==> src/rtl/core/mexp_pkg.sv <==
package mexp_pkg;

   // Width of every field on the ports
   localparam int MEXP_FIELD_W = 32;

   // Default operand width inside the block
   localparam int MEXP_WIDTH_DEFAULT = 32;

   // Modulus after reset
   localparam int MEXP_MOD_RESET = 23;

   // Values returned without any arithmetic
   localparam int MEXP_ONE  = 1;
   localparam int MEXP_ZERO = 0;

   // Engine status seen by the top level
   typedef struct packed {
      logic busy;
      logic done;
   } mexp_status_type;

endpackage

==> src/rtl/core/mexp_step_unit.sv <==
module mexp_step_unit
   import mexp_pkg::*;
#(
   parameter int WIDTH = MEXP_WIDTH_DEFAULT
) (
   input  logic [WIDTH-1:0] modulus,
   input  logic [WIDTH-1:0] acc_value,
   input  logic [WIDTH-1:0] addend_value,
   input  logic             add_enable,
   input  logic             carry_in,
   output logic [WIDTH-1:0] acc_next,
   output logic [WIDTH-1:0] addend_next
);

   localparam int SUM_W = WIDTH + 2;

   logic [SUM_W-1:0] mod_ext;
   logic [SUM_W-1:0] acc_sum;
   logic [SUM_W-1:0] acc_red;
   logic [SUM_W-1:0] dbl_sum;
   logic [SUM_W-1:0] dbl_red;

   assign mod_ext = {2'b00, modulus};

   // Accumulate: acc + addend mod m, both operands below m
   always_comb begin
      acc_sum = {2'b00, acc_value} + {2'b00, addend_value};
      if (acc_sum >= mod_ext) begin
         acc_red = acc_sum - mod_ext;
      end else begin
         acc_red = acc_sum;
      end
   end

   // Double with carry in: 2 * addend + cin mod m, stays below 2m
   always_comb begin
      dbl_sum = {1'b0, addend_value, carry_in};
      if (dbl_sum >= mod_ext) begin
         dbl_red = dbl_sum - mod_ext;
      end else begin
         dbl_red = dbl_sum;
      end
   end

   assign acc_next    = add_enable ? acc_red[WIDTH-1:0] : acc_value;
   assign addend_next = dbl_red[WIDTH-1:0];

endmodule

==> src/rtl/core/mexp_engine.sv <==
module mexp_engine
   import mexp_pkg::*;
#(
   parameter int WIDTH = MEXP_WIDTH_DEFAULT
) (
   input  logic             clock,
   input  logic             reset,
   input  logic             start,
   input  logic [WIDTH-1:0] base_value,
   input  logic [WIDTH-1:0] exponent,
   input  logic [WIDTH-1:0] modulus,
   input  logic             out_free,
   output mexp_status_type  status,
   output logic [WIDTH-1:0] result
);

   localparam int CNT_W = $clog2(WIDTH);

   typedef enum logic [2:0] {
      ST_IDLE,
      ST_REDUCE,
      ST_SELECT,
      ST_MUL,
      ST_FINISH
   } state_type;

   state_type        state_ff, state_in;
   logic [CNT_W-1:0] cnt_ff, cnt_in;
   logic             sq_phase_ff, sq_phase_in;
   logic             mul_sq_ff, mul_sq_in;
   logic [WIDTH-1:0] shift_ff, shift_in;
   logic [WIDTH-1:0] exp_ff, exp_in;
   logic [WIDTH-1:0] sq_ff, sq_in;
   logic [WIDTH-1:0] acc_ff, acc_in;
   logic [WIDTH-1:0] mul_acc_ff, mul_acc_in;
   logic [WIDTH-1:0] mul_add_ff, mul_add_in;
   logic [WIDTH-1:0] mul_b_ff, mul_b_in;

   logic [WIDTH-1:0] unit_addend;
   logic             unit_cin;
   logic [WIDTH-1:0] unit_acc_next;
   logic [WIDTH-1:0] unit_addend_next;
   logic             exp_rest_zero;

   // Share one step unit between base reduction and multiplication
   assign unit_addend = (state_ff == ST_REDUCE) ? sq_ff : mul_add_ff;
   assign unit_cin    = (state_ff == ST_REDUCE) ? shift_ff[WIDTH-1] : 1'b0;

   mexp_step_unit #(
      .WIDTH (WIDTH)
   ) u_step (
      .modulus      (modulus),
      .acc_value    (mul_acc_ff),
      .addend_value (unit_addend),
      .add_enable   (mul_b_ff[0]),
      .carry_in     (unit_cin),
      .acc_next     (unit_acc_next),
      .addend_next  (unit_addend_next)
   );

   assign exp_rest_zero = (exp_ff[WIDTH-1:1] == '0);

   // Sequence reduction, multiplies and squarings
   always_comb begin
      state_in    = state_ff;
      cnt_in      = cnt_ff;
      sq_phase_in = sq_phase_ff;
      mul_sq_in   = mul_sq_ff;
      shift_in    = shift_ff;
      exp_in      = exp_ff;
      sq_in       = sq_ff;
      acc_in      = acc_ff;
      mul_acc_in  = mul_acc_ff;
      mul_add_in  = mul_add_ff;
      mul_b_in    = mul_b_ff;
      unique case (state_ff)
         ST_IDLE: begin
            if (start) begin
               shift_in    = base_value;
               exp_in      = exponent;
               sq_in       = '0;
               cnt_in      = '0;
               sq_phase_in = 1'b0;
               if (modulus == '0) begin
                  acc_in   = WIDTH'(MEXP_ZERO);
                  state_in = ST_FINISH;
               end else if (exponent == '0) begin
                  acc_in   = WIDTH'(MEXP_ONE);
                  state_in = ST_FINISH;
               end else begin
                  acc_in   = (modulus == WIDTH'(MEXP_ONE)) ? WIDTH'(MEXP_ZERO)
                                                           : WIDTH'(MEXP_ONE);
                  state_in = ST_REDUCE;
               end
            end
         end
         ST_REDUCE: begin
            // Shift base bits in from the top, reducing at each step
            sq_in    = unit_addend_next;
            shift_in = {shift_ff[WIDTH-2:0], 1'b0};
            cnt_in   = cnt_ff + 1'b1;
            if (cnt_ff == CNT_W'(WIDTH - 1)) begin
               state_in = ST_SELECT;
            end
         end
         ST_SELECT: begin
            mul_acc_in = '0;
            if (exp_ff[0] && !sq_phase_ff) begin
               mul_add_in = acc_ff;
               mul_b_in   = sq_ff;
               mul_sq_in  = 1'b0;
               state_in   = ST_MUL;
            end else if (exp_rest_zero) begin
               state_in = ST_FINISH;
            end else begin
               mul_add_in = sq_ff;
               mul_b_in   = sq_ff;
               mul_sq_in  = 1'b1;
               state_in   = ST_MUL;
            end
         end
         ST_MUL: begin
            if (mul_b_ff == '0) begin
               // Product complete: write back and pick the next step
               if (mul_sq_ff) begin
                  sq_in       = mul_acc_ff;
                  exp_in      = {1'b0, exp_ff[WIDTH-1:1]};
                  sq_phase_in = 1'b0;
               end else begin
                  acc_in      = mul_acc_ff;
                  sq_phase_in = 1'b1;
               end
               state_in = ST_SELECT;
            end else begin
               mul_acc_in = unit_acc_next;
               mul_add_in = unit_addend_next;
               mul_b_in   = {1'b0, mul_b_ff[WIDTH-1:1]};
            end
         end
         ST_FINISH: begin
            if (out_free) begin
               state_in = ST_IDLE;
            end
         end
         default: begin
            state_in = ST_IDLE;
         end
      endcase
   end

   // Hold state and datapath registers
   always_ff @(posedge clock) begin
      if (reset) begin
         state_ff    <= ST_IDLE;
         sq_phase_ff <= 1'b0;
      end else begin
         state_ff    <= state_in;
         sq_phase_ff <= sq_phase_in;
      end
      cnt_ff     <= cnt_in;
      mul_sq_ff  <= mul_sq_in;
      shift_ff   <= shift_in;
      exp_ff     <= exp_in;
      sq_ff      <= sq_in;
      acc_ff     <= acc_in;
      mul_acc_ff <= mul_acc_in;
      mul_add_ff <= mul_add_in;
      mul_b_ff   <= mul_b_in;
   end

   assign status.busy = (state_ff != ST_IDLE);
   assign status.done = (state_ff == ST_FINISH) && out_free;
   assign result      = acc_ff;

endmodule

==> src/rtl/core/modular_exponentiation_unit.sv <==
// Modular exponentiation unit: power_result = base_value ^ exponent mod modulus.
// Request channel (req_*): base_value and exponent; an item is taken when
// req_valid is high and req_stall is low. req_stall stays high while an item
// is being worked on, so one item is in flight at a time.
// Response channel (rsp_*): one power_result per item, held in an output
// register; it stays put while rsp_stall is high. A new item is taken while
// a finished result still waits in that register.
// The modulus is written through csr_write_enable / csr_write_data; the user
// must write it only while the unit is idle, as the block does not enforce it.
// A zero modulus gives 0; otherwise a zero exponent gives 1.
// The base is reduced one bit per cycle, then each exponent bit up to the
// highest set one costs a select step and one modular multiply for a set
// bit, then a select step and one squaring (except after the top bit), plus
// one last select step. Each multiply runs one multiplier bit per cycle
// through the shared add/double unit.
// Reset returns the engine to idle, clears rsp_valid and loads modulus 23.
module modular_exponentiation_unit
   import mexp_pkg::*;
#(
   parameter int WIDTH = MEXP_WIDTH_DEFAULT
) (
   input  logic                    clock,
   input  logic                    reset,
   input  logic                    req_valid,
   output logic                    req_stall,
   input  logic [MEXP_FIELD_W-1:0] req_base_value,
   input  logic [MEXP_FIELD_W-1:0] req_exponent,
   output logic                    rsp_valid,
   input  logic                    rsp_stall,
   output logic [MEXP_FIELD_W-1:0] rsp_power_result,
   input  logic                    csr_write_enable,
   input  logic [MEXP_FIELD_W-1:0] csr_write_data
);

   logic [WIDTH-1:0]        modulus_ff, modulus_in;
   logic                    rsp_valid_ff, rsp_valid_in;
   logic [MEXP_FIELD_W-1:0] rsp_data_ff, rsp_data_in;

   mexp_status_type  eng_status;
   logic [WIDTH-1:0] eng_result;
   logic             req_take;
   logic             out_free;

   assign req_take = req_valid && !eng_status.busy;
   assign out_free = !rsp_valid_ff || !rsp_stall;

   mexp_engine #(
      .WIDTH (WIDTH)
   ) u_engine (
      .clock      (clock),
      .reset      (reset),
      .start      (req_take),
      .base_value (WIDTH'(req_base_value)),
      .exponent   (WIDTH'(req_exponent)),
      .modulus    (modulus_ff),
      .out_free   (out_free),
      .status     (eng_status),
      .result     (eng_result)
   );

   // Load the modulus on a write
   assign modulus_in = csr_write_enable ? WIDTH'(csr_write_data) : modulus_ff;

   // Load a finished result, drop it once taken
   always_comb begin
      rsp_valid_in = rsp_valid_ff;
      rsp_data_in  = rsp_data_ff;
      if (eng_status.done) begin
         rsp_valid_in = 1'b1;
         rsp_data_in  = MEXP_FIELD_W'(eng_result);
      end else if (rsp_valid_ff && !rsp_stall) begin
         rsp_valid_in = 1'b0;
      end
   end

   always_ff @(posedge clock) begin
      if (reset) begin
         modulus_ff   <= WIDTH'(MEXP_MOD_RESET);
         rsp_valid_ff <= 1'b0;
      end else begin
         modulus_ff   <= modulus_in;
         rsp_valid_ff <= rsp_valid_in;
      end
      rsp_data_ff <= rsp_data_in;
   end

   assign req_stall        = eng_status.busy;
   assign rsp_valid        = rsp_valid_ff;
   assign rsp_power_result = rsp_data_ff;

endmodule

==> config.mk <==
export PLATFORM = sky130hd
export DESIGN_NAME = modular_exponentiation_unit
export DESIGN_NICKNAME = d
export VERILOG_FILES = /design/src/rtl/core/mexp_pkg.sv /design/src/rtl/core/mexp_step_unit.sv /design/src/rtl/core/mexp_engine.sv /design/src/rtl/core/modular_exponentiation_unit.sv
export SDC_FILE = /design/constraint.sdc
export NUM_CORES = 1
export LEC_CHECK = 0
export BUFFER_PORTS_ARGS = -buffer_cell sky130_fd_sc_hd__buf_4
export CAP_MARGIN = 15
export CORE_ASPECT_RATIO = 2
export CORE_MARGIN = 2
export CORE_UTILIZATION = 47
export DETAILED_ROUTE_END_ITERATION = 10
export GPL_ROUTABILITY_DRIVEN = 0
export HOLD_SLACK_MARGIN = 0.06
export PLACE_DENSITY = 0.66
export SLEW_MARGIN = 20
export SYNTH_ARGS = -nofsm -noshare
export SYNTH_HDL_FRONTEND = slang
export SYNTH_HIERARCHICAL = 1
export SYNTH_SLANG_ARGS = --single-unit
==> constraint.sdc <==
create_clock -name clock -period 14.2 [get_ports clock]
set_clock_uncertainty 0.15 [all_clocks]
set_input_delay 2.13 -clock clock [delete_from_list [all_inputs] [get_ports clock]]
set_output_delay 2.13 -clock clock [all_outputs]
set_load 0.02 [all_outputs]
==> load_flow_metrics.sql, run 1 <==
INSERT INTO impl_metrics (metric_group, metric, value, unit) VALUES
('clock_tree', 'worst_setup_hold_path_clk_slew', '0.06', 'ns'),
('final_layout', 'multi_input_comb_area', '9510', 'um2'),
('global_route', 'global_route_wire_length_before_repair', '81.4', 'mm'),
('clock_tree', 'clockBufferDepth', '3', ''),
('yosys', 'synthDistinctLibCells', '85', ''),
('setup_path', 'worst-endpoint-required', '14.36', 'ns'),
('timing', 'max_slew.worst_pin.slew', '1.02', 'ns'),
('clock_tree', 'depth_of_the_cts_h_tree', '1', ''),
('global_route', 'grt.met3_usage', '2.22', '%'),
('floorplanning', 'i_o_pins', '135', ''),
('timing', 'max_slew_violation_count', '0', ''),
('timing', 'post-route-period-util', '55.3', '%'),
('floorplanning', 'die-width', '146', 'um'),
('setup_path', 'path_class', 'flop to flop', ''),
('global_route', 'grtUsageMet1', '26.9', '%'),
('yosys', 'synth-edff-count', '262', ''),
('yosys', 'synth-main-ff-cell', 'edfxtp_1', ''),
('timing', 'timing.max_slew.rel_slack', '31.8', '%'),
('route', 'detailedRoute.firstPassIterationCount', '6', ''),
('global_route', 'globalRouteOverflowTotal', '0', ''),
('clock_tree', 'clk_latency', '0.57', 'ns'),
('timing', 'setup_repair_after_global_routing_missed_its_margin', 'false', ''),
('final_layout', 'num_antenna_cells', '0', ''),
('yosys', 'synthesis.instances', '1994', ''),
('clock_tree', 'cts-resized-gates', '0', ''),
('route', 'detailedRoute.firstIterationViolations', '1039', ''),
('clock_tree', 'tritoncts', 'yes', ''),
('yosys', 'postSynth.asyncResetShare', '0', '%'),
('yosys', 'synth.cell_area', '18800', 'um2'),
('setup_path', 'arrival', '8.01', 'ns'),
('global_route', 'grtUsageMet2', '45.9', '%'),
('run', 'cap_violations', '0', ''),
('setup_path', 'cp-end-kind', 'flop', ''),
('floorplanning', 'core.rowCount', '103', ''),
('clock_tree', 'cts_inserted_buffers', '29', ''),
('global_route', 'grt_max_degree', '97', ''),
('clock_tree', 'cts_setup_buffers', '0', ''),
('floorplanning', 'die-area', '41800', 'um2'),
('yosys', 'synth_nets', '2196', ''),
('timing', 'tns', '0', 'ns'),
('setup_path', 'critical_path_peak_fanout', '66', ''),
('floorplanning', 'die_h', '287', 'um'),
('final_layout', 'layout.filler_cells', '3600', ''),
('yosys', 'yosysWarnings', '6', ''),
('final_layout', 'finalNetCount', '2288', ''),
('clock_tree', 'cts_sinks', '299', ''),
('route', 'drc', '0', ''),
('placed_design', 'dp_hpwl', '38.7', 'mm'),
('global_route', 'grt_use_total', '24.3', '%'),
('floorplanning', 'start_util', '47.6', '%'),
('yosys', 'synth_seq_cells', '299', ''),
('outcome', 'status', 'finished clean', ''),
('final_layout', 'ff_latch_area', '8610', 'um2'),
('route', 'wl', '51.8', 'mm'),
('global_route', 'antenna_found_initial', '0', ''),
('hold_path', 'min-delay-path-class', 'flop to flop', ''),
('timing', 'setup_viol_count_final', '0', ''),
('final_layout', 'flow.area_growth_from_synthesis', '12.3', '%'),
('global_route', 'first_global_vias', '15500', ''),
('route', 'routedWlPerCell', '19.7', 'um'),
('placed_design', 'portBuffers', '134', ''),
('yosys', 'syn-mean-instance-area', '9.45', 'um2'),
('timing', 'final_worst_path_period_need', '7.85', 'ns'),
('route', 'vias_per_cell', '5.77', ''),
('final_layout', 'final_layout_size_suffix_gt1_share', '11.5', '%'),
('timing', 'final-hold-violation-count', '0', ''),
('setup_path', 'startpoint_type', 'flop', ''),
('route', 'final_antenna_net_count', '0', ''),
('clock_tree', 'cts_hold_buf', '0', ''),
('route', 'dr_total_vias', '15200', ''),
('global_route', 'grt.busiest_layer', 'met2', ''),
('timing', 'achievable-frequency', '127', 'MHz'),
('floorplanning', 'core', '39600', 'um2'),
('clock_tree', 'ctsRootBufferMaster', 'clkbuf_16', ''),
('yosys', 'yosysSeqAreaShare', '45.7', '%');
[kinds of logic after synthesis]
logic type / synth area share, %
DFF: 45.7
buffers and inverters: 4.08
adders and majority gates: 6.83
AOI/OAI and AO/OA: 14.6
muxes: 4.68
xor gates and xnor gates: 3.58
and+or+nand+nor: 20.5
[cell type report]
class                   count  area share, %
multi-input cells        1542           44.9
flip-flops and latches    299           40.7
repair buffers            152           5.39
clock buffers              34           3.57
well taps                 525           3.10
clock inverters            19           1.21
inverters                  62           1.10
[path summary, 6_finish.rpt]
path	startpoint	slack (ns)	cells after the start	endpoint
max reg2reg	u_engine/state_ff[0]	6.35	25	u_engine/mul_acc_ff[1]
max	u_engine/state_ff[0]	6.35	25	u_engine/mul_acc_ff[1]
min	u_engine/result[7]	0.31	0	rsp_power_result[7]
min reg2reg	u_engine/result[7]	0.31	0	rsp_power_result[7]
[flip-flops by register name, summed over array words and instances (netlist names)]
register / cells
u_engine/sq_phase_ff: 1
u_engine/mul_add_ff: 32
u_engine/sq_ff: 32
u_engine/cnt_ff: 5
u_engine/result: 32
u_engine/mul_b_ff: 32
rsp_valid: 1
rsp_power_result: 32
u_engine/mul_acc_ff: 32
u_engine/exp_ff: 32
modulus_ff: 32
u_engine/shift_ff: 32
u_engine/mul_sq_ff: 1
u_engine/state_ff: 3
[cell usage in the layout, fill, tap and decap left out, types with 15 or more instances in the layout]
| master | instances |
|---|---|
| a211oi_1 | 15 |
| a21o_1 | 73 |
| a21oi_1 | 116 |
| and2_1 | 15 |
| and3_1 | 77 |
| buf_4 | 152 |
| clkbuf_16 | 29 |
| dfxtp_1 | 36 |
| edfxtp_1 | 262 |
| ha_1 | 98 |
| inv_1 | 60 |
| mux2i_1 | 87 |
| nand2_1 | 497 |
| nand2b_1 | 15 |
| nand3_1 | 17 |
| nand4_1 | 16 |
| nor2_1 | 123 |
| nor2b_1 | 17 |
| nor3_1 | 15 |
| nor4_1 | 34 |
| o21ai_0 | 43 |
| o21ai_1 | 48 |
| xnor2_1 | 45 |
| xor2_1 | 32 |
[layer usage]
layer	vias up	share of wire (%)
met5	-	0
met4	0	5.1
met3	138	4.2
met2	492	52
met1	7218	38
li1	7349	-
[cells in the mapped netlist (5+ instances only)]
| library cell | count | area [um2] |
|---|---|---|
| a31oi_1 | 13 | 81.3 |
| buf_12 | 5 | 100 |
| buf_4 | 6 | 45.0 |
| nor3_1 | 17 | 85.1 |
| o21ai_0 | 44 | 220 |
| inv_1 | 60 | 225 |
| xnor2_1 | 45 | 394 |
| nand3_1 | 17 | 85.1 |
| and3_1 | 77 | 482 |
| mux2i_1 | 87 | 871 |
| o21ai_1 | 48 | 240 |
| nor2b_1 | 17 | 106 |
| and2_1 | 15 | 93.8 |
| nand2b_1 | 17 | 106 |
| a21o_1 | 73 | 548 |
| a41oi_1 | 5 | 43.8 |
| or3_1 | 7 | 43.8 |
| a21boi_0 | 5 | 37.5 |
| o211ai_1 | 5 | 37.5 |
| xor2_1 | 32 | 280 |
| a221o_1 | 5 | 50.1 |
| nor4_1 | 34 | 213 |
| a211oi_1 | 15 | 113 |
| a21oi_1 | 118 | 591 |
| edfxtp_1 | 262 | 7870 |
| clkbuf_1 | 39 | 146 |
| dfxtp_1 | 37 | 741 |
| a211o_1 | 5 | 43.8 |
| nand2_1 | 498 | 1870 |
| o21a_1 | 12 | 90.1 |
| ha_1 | 98 | 1230 |
| nor2_1 | 123 | 462 |
| buf_2 | 33 | 165 |
| o21bai_1 | 11 | 82.6 |
| o31ai_1 | 14 | 105 |
| nand4_1 | 16 | 100 |
[stage by stage]
step | cells | util [%] | setup slack [ns] | hold slack [ns] | area, um2
after floorplan | 1994 | - | 8.58 | 0.276 | 18800
after global placement | 2580 | 50.9 | 6.57 | 0.294 | 20100
after CTS | 2633 | 53.5 | 6.40 | 0.308 | 21200
after detailed placement | 2580 | 50.9 | 6.44 | 0.292 | 20100
final | 2633 | 53.5 | 6.35 | 0.309 | 21200
after global routing | 2633 | 53.5 | 5.87 | 0.315 | 21200
[worst max-delay path, stage by stage, from the launching register on]
cell and delay, ns:
dfxtp_1 0.57, nor2b_4 0.21, buf_4 0.57, nand2b_2 0.42, nand2_1 0.16, nand2_1 0.13, ha_1 0.24, fa_1 0.43
a211oi_1 0.25, nor2_1 0.12, o211a_1 0.27, nor3_1 0.51, o31ai_1 0.18, a21o_1 0.20, a21oi_1 0.16, xnor2_1 0.25
ha_1 0.36, a21oi_1 0.25, o32a_1 0.25, a31oi_4 0.12, o211a_1 0.26, a311oi_1 0.68, buf_4 0.32, mux2i_1 0.20
a21oi_1 0.09, and3_1 0.19
Power of run 1 is not shown: default switching activity piles up to over one toggle a cycle in this logic, so the estimate is an artifact.
==> run 2, diff against run 1 <==
PLACE_DENSITY = 0.68   (was 0.66)
clock period = 7.2 ns   (was 14.2 ns; I/O delays follow)
==> run 2 against run 1 <==
Setup slack lost 5.8 ns. Global-route usage down 0.12 points. Register-to-register slack got worse by 5.8 ns. Cell count is 0.19% higher. Routed wire length up 0.10%. Sequential cell count did not move. Largest cell class unchanged.
==> load_flow_metrics.sql, run 2 (synthesis gave the netlist of run 1 again) <==
INSERT INTO impl_metrics (metric_group, metric, value, unit) VALUES
('setup_path', 'cp-end-kind', 'flop', ''),
('floorplanning', 'die_h', '287', 'um'),
('setup_path', 'startpoint_type', 'flop', ''),
('outcome', 'status', 'finished clean', ''),
('setup_path', 'path_class', 'flop to flop', ''),
('clock_tree', 'cts-resized-gates', '0', ''),
('placed_design', 'portBuffers', '134', ''),
('route', 'vias_per_cell', '5.78', ''),
('final_layout', 'utilization', '53.4', '%'),
('clock_tree', 'depth_of_the_cts_h_tree', '1', ''),
('clock_tree', 'tritoncts', 'yes', ''),
('timing', 'timing.max_slew.rel_slack', '29.1', '%'),
('final_layout', 'finalNetCount', '2293', ''),
('hold_path', 'min-delay-path-class', 'flop to flop', ''),
('route', 'routedWlPerCell', '19.6', 'um'),
('setup_path', 'critical_path_peak_fanout', '26', ''),
('clock_tree', 'cts_setup_buffers', '0', ''),
('final_layout', 'final_layout_size_suffix_gt1_share', '11.7', '%'),
('timing', 'post-route-period-util', '92.7', '%'),
('placed_design', 'dp_hpwl', '38.7', 'mm'),
('timing', 'tns', '0', 'ns'),
('timing', 'final_worst_path_period_need', '6.67', 'ns'),
('clock_tree', 'clk_latency', '0.57', 'ns'),
('clock_tree', 'ctsRootBufferMaster', 'clkbuf_16', ''),
('clock_tree', 'worst_setup_hold_path_clk_slew', '0.07', 'ns'),
('timing', 'setup_viol_count_final', '0', ''),
('global_route', 'first_global_vias', '15400', ''),
('route', 'wl', '51.8', 'mm'),
('floorplanning', 'die-width', '146', 'um'),
('route', 'final_antenna_net_count', '0', ''),
('clock_tree', 'cts_inserted_buffers', '28', ''),
('final_layout', 'num_antenna_cells', '0', ''),
('final_layout', 'most-common-layout-cells', 'nand2_1, edfxtp_1, buf_4', ''),
('floorplanning', 'die-area', '41800', 'um2'),
('route', 'dr_total_vias', '15200', ''),
('timing', 'achievable-frequency', '150', 'MHz'),
('timing', 'setup_repair_after_global_routing_missed_its_margin', 'false', ''),
('timing', 'final-hold-violation-count', '0', ''),
('global_route', 'antenna_found_initial', '0', ''),
('route', 'drc', '0', ''),
('global_route', 'globalRouteOverflowTotal', '0', ''),
('route', 'detailedRoute.firstIterationViolations', '1051', ''),
('global_route', 'global_route_wire_length_before_repair', '81.2', 'mm'),
('clock_tree', 'cts_sinks', '299', ''),
('run', 'cap_violations', '0', ''),
('global_route', 'grt_use_total', '24.2', '%'),
('timing', 'max_slew_violation_count', '0', ''),
('global_route', 'grt_max_degree', '73', ''),
('timing', 'max_slew.worst_pin.slew', '1.06', 'ns'),
('setup_path', 'worst-endpoint-required', '7.37', 'ns'),
('clock_tree', 'clockBufferDepth', '3', ''),
('floorplanning', 'start_util', '47.6', '%'),
('final_layout', 'flow.area_growth_from_synthesis', '12.2', '%'),
('floorplanning', 'i_o_pins', '135', ''),
('floorplanning', 'core', '39600', 'um2'),
('route', 'detailedRoute.firstPassIterationCount', '6', ''),
('clock_tree', 'cts_hold_buf', '0', ''),
('final_layout', 'final_common_cell', 'nand2_1', ''),
('setup_path', 'arrival', '6.84', 'ns'),
('floorplanning', 'core.rowCount', '103', '');
## run 2: cell count changes in the layout (fill, tap and decap cells not counted), sizes merged
cell and delta:
buf +6, bufinv -5, clkbuf +4, clkinv +1
clkinvlp -1
## run 2: cell type report
class / instances / area (um2)
Clock buffer: 38 / 822
Clock inverter: 14 / 114
Fill cell: 3609 / 18400
Inverter: 62 / 233
Multi-Input combinational cell: 1542 / 9510
Sequential cell: 299 / 8610
Tap cell: 525 / 657
Timing Repair Buffer: 158 / 1200
## run 2: final timing paths
| path | startpoint | to | slack (ns) | cells past startpoint |
|---|---|---|---|---|
| max reg2reg | u_engine/state_ff[0] | u_engine/mul_acc_ff[20] | 0.53 | 25 |
| max | u_engine/state_ff[0] | u_engine/mul_acc_ff[20] | 0.53 | 25 |
| min reg2reg | u_engine/result[15] | rsp_power_result[15] | 0.30 | 0 |
| min | u_engine/result[15] | rsp_power_result[15] | 0.30 | 0 |
## run 2: critical path: stages, from the launching register on
cell	delay, ns
dfxtp_1	0.57
nor2b_4	0.24
nand2b_2	0.07
nand2_1	0.07
nand2_1	0.14
ha_1	0.27
fa_1	0.44
a211oi_1	0.23
nor2_1	0.14
o211a_1	0.28
nor3_1	0.52
o21ai_2	0.26
a221oi_1	0.34
xnor2_1	0.14
ha_1	0.38
nand2_1	0.12
nor2_1	0.25
nand4_1	0.15
nor4_1	0.29
and2_1	0.23
o211a_1	0.17
a311o_1	0.17
buf_12	0.22
nor2_2	0.08
a221o_1	0.35
and3_1	0.16
## run 2: metal layers
layer  vias up  global-route usage [%]  wire length (um)
met1      7221                    26.9             19900
met3       135                    2.54              2260
li1       7337                       -                 -
met5         -                       0                 0
met2       544                    45.0             26900
met4         0                    13.0              2760
## run 2: per-stage QoR
| step | worst slack (ns) | std cells | cell area [um2] | hold slack [ns] |
|---|---|---|---|---|
| global placement | 0.749 | 2586 | 20200 | 0.290 |
| global route | 0.157 | 2638 | 21100 | 0.318 |
| floorplan | 1.58 | 1994 | 18800 | 0.276 |
| CTS | 0.574 | 2638 | 21100 | 0.289 |
| detailed placement | 0.557 | 2586 | 20200 | 0.286 |
| finish | 0.527 | 2638 | 21100 | 0.295 |
Power of run 2 is left out for the same reason.
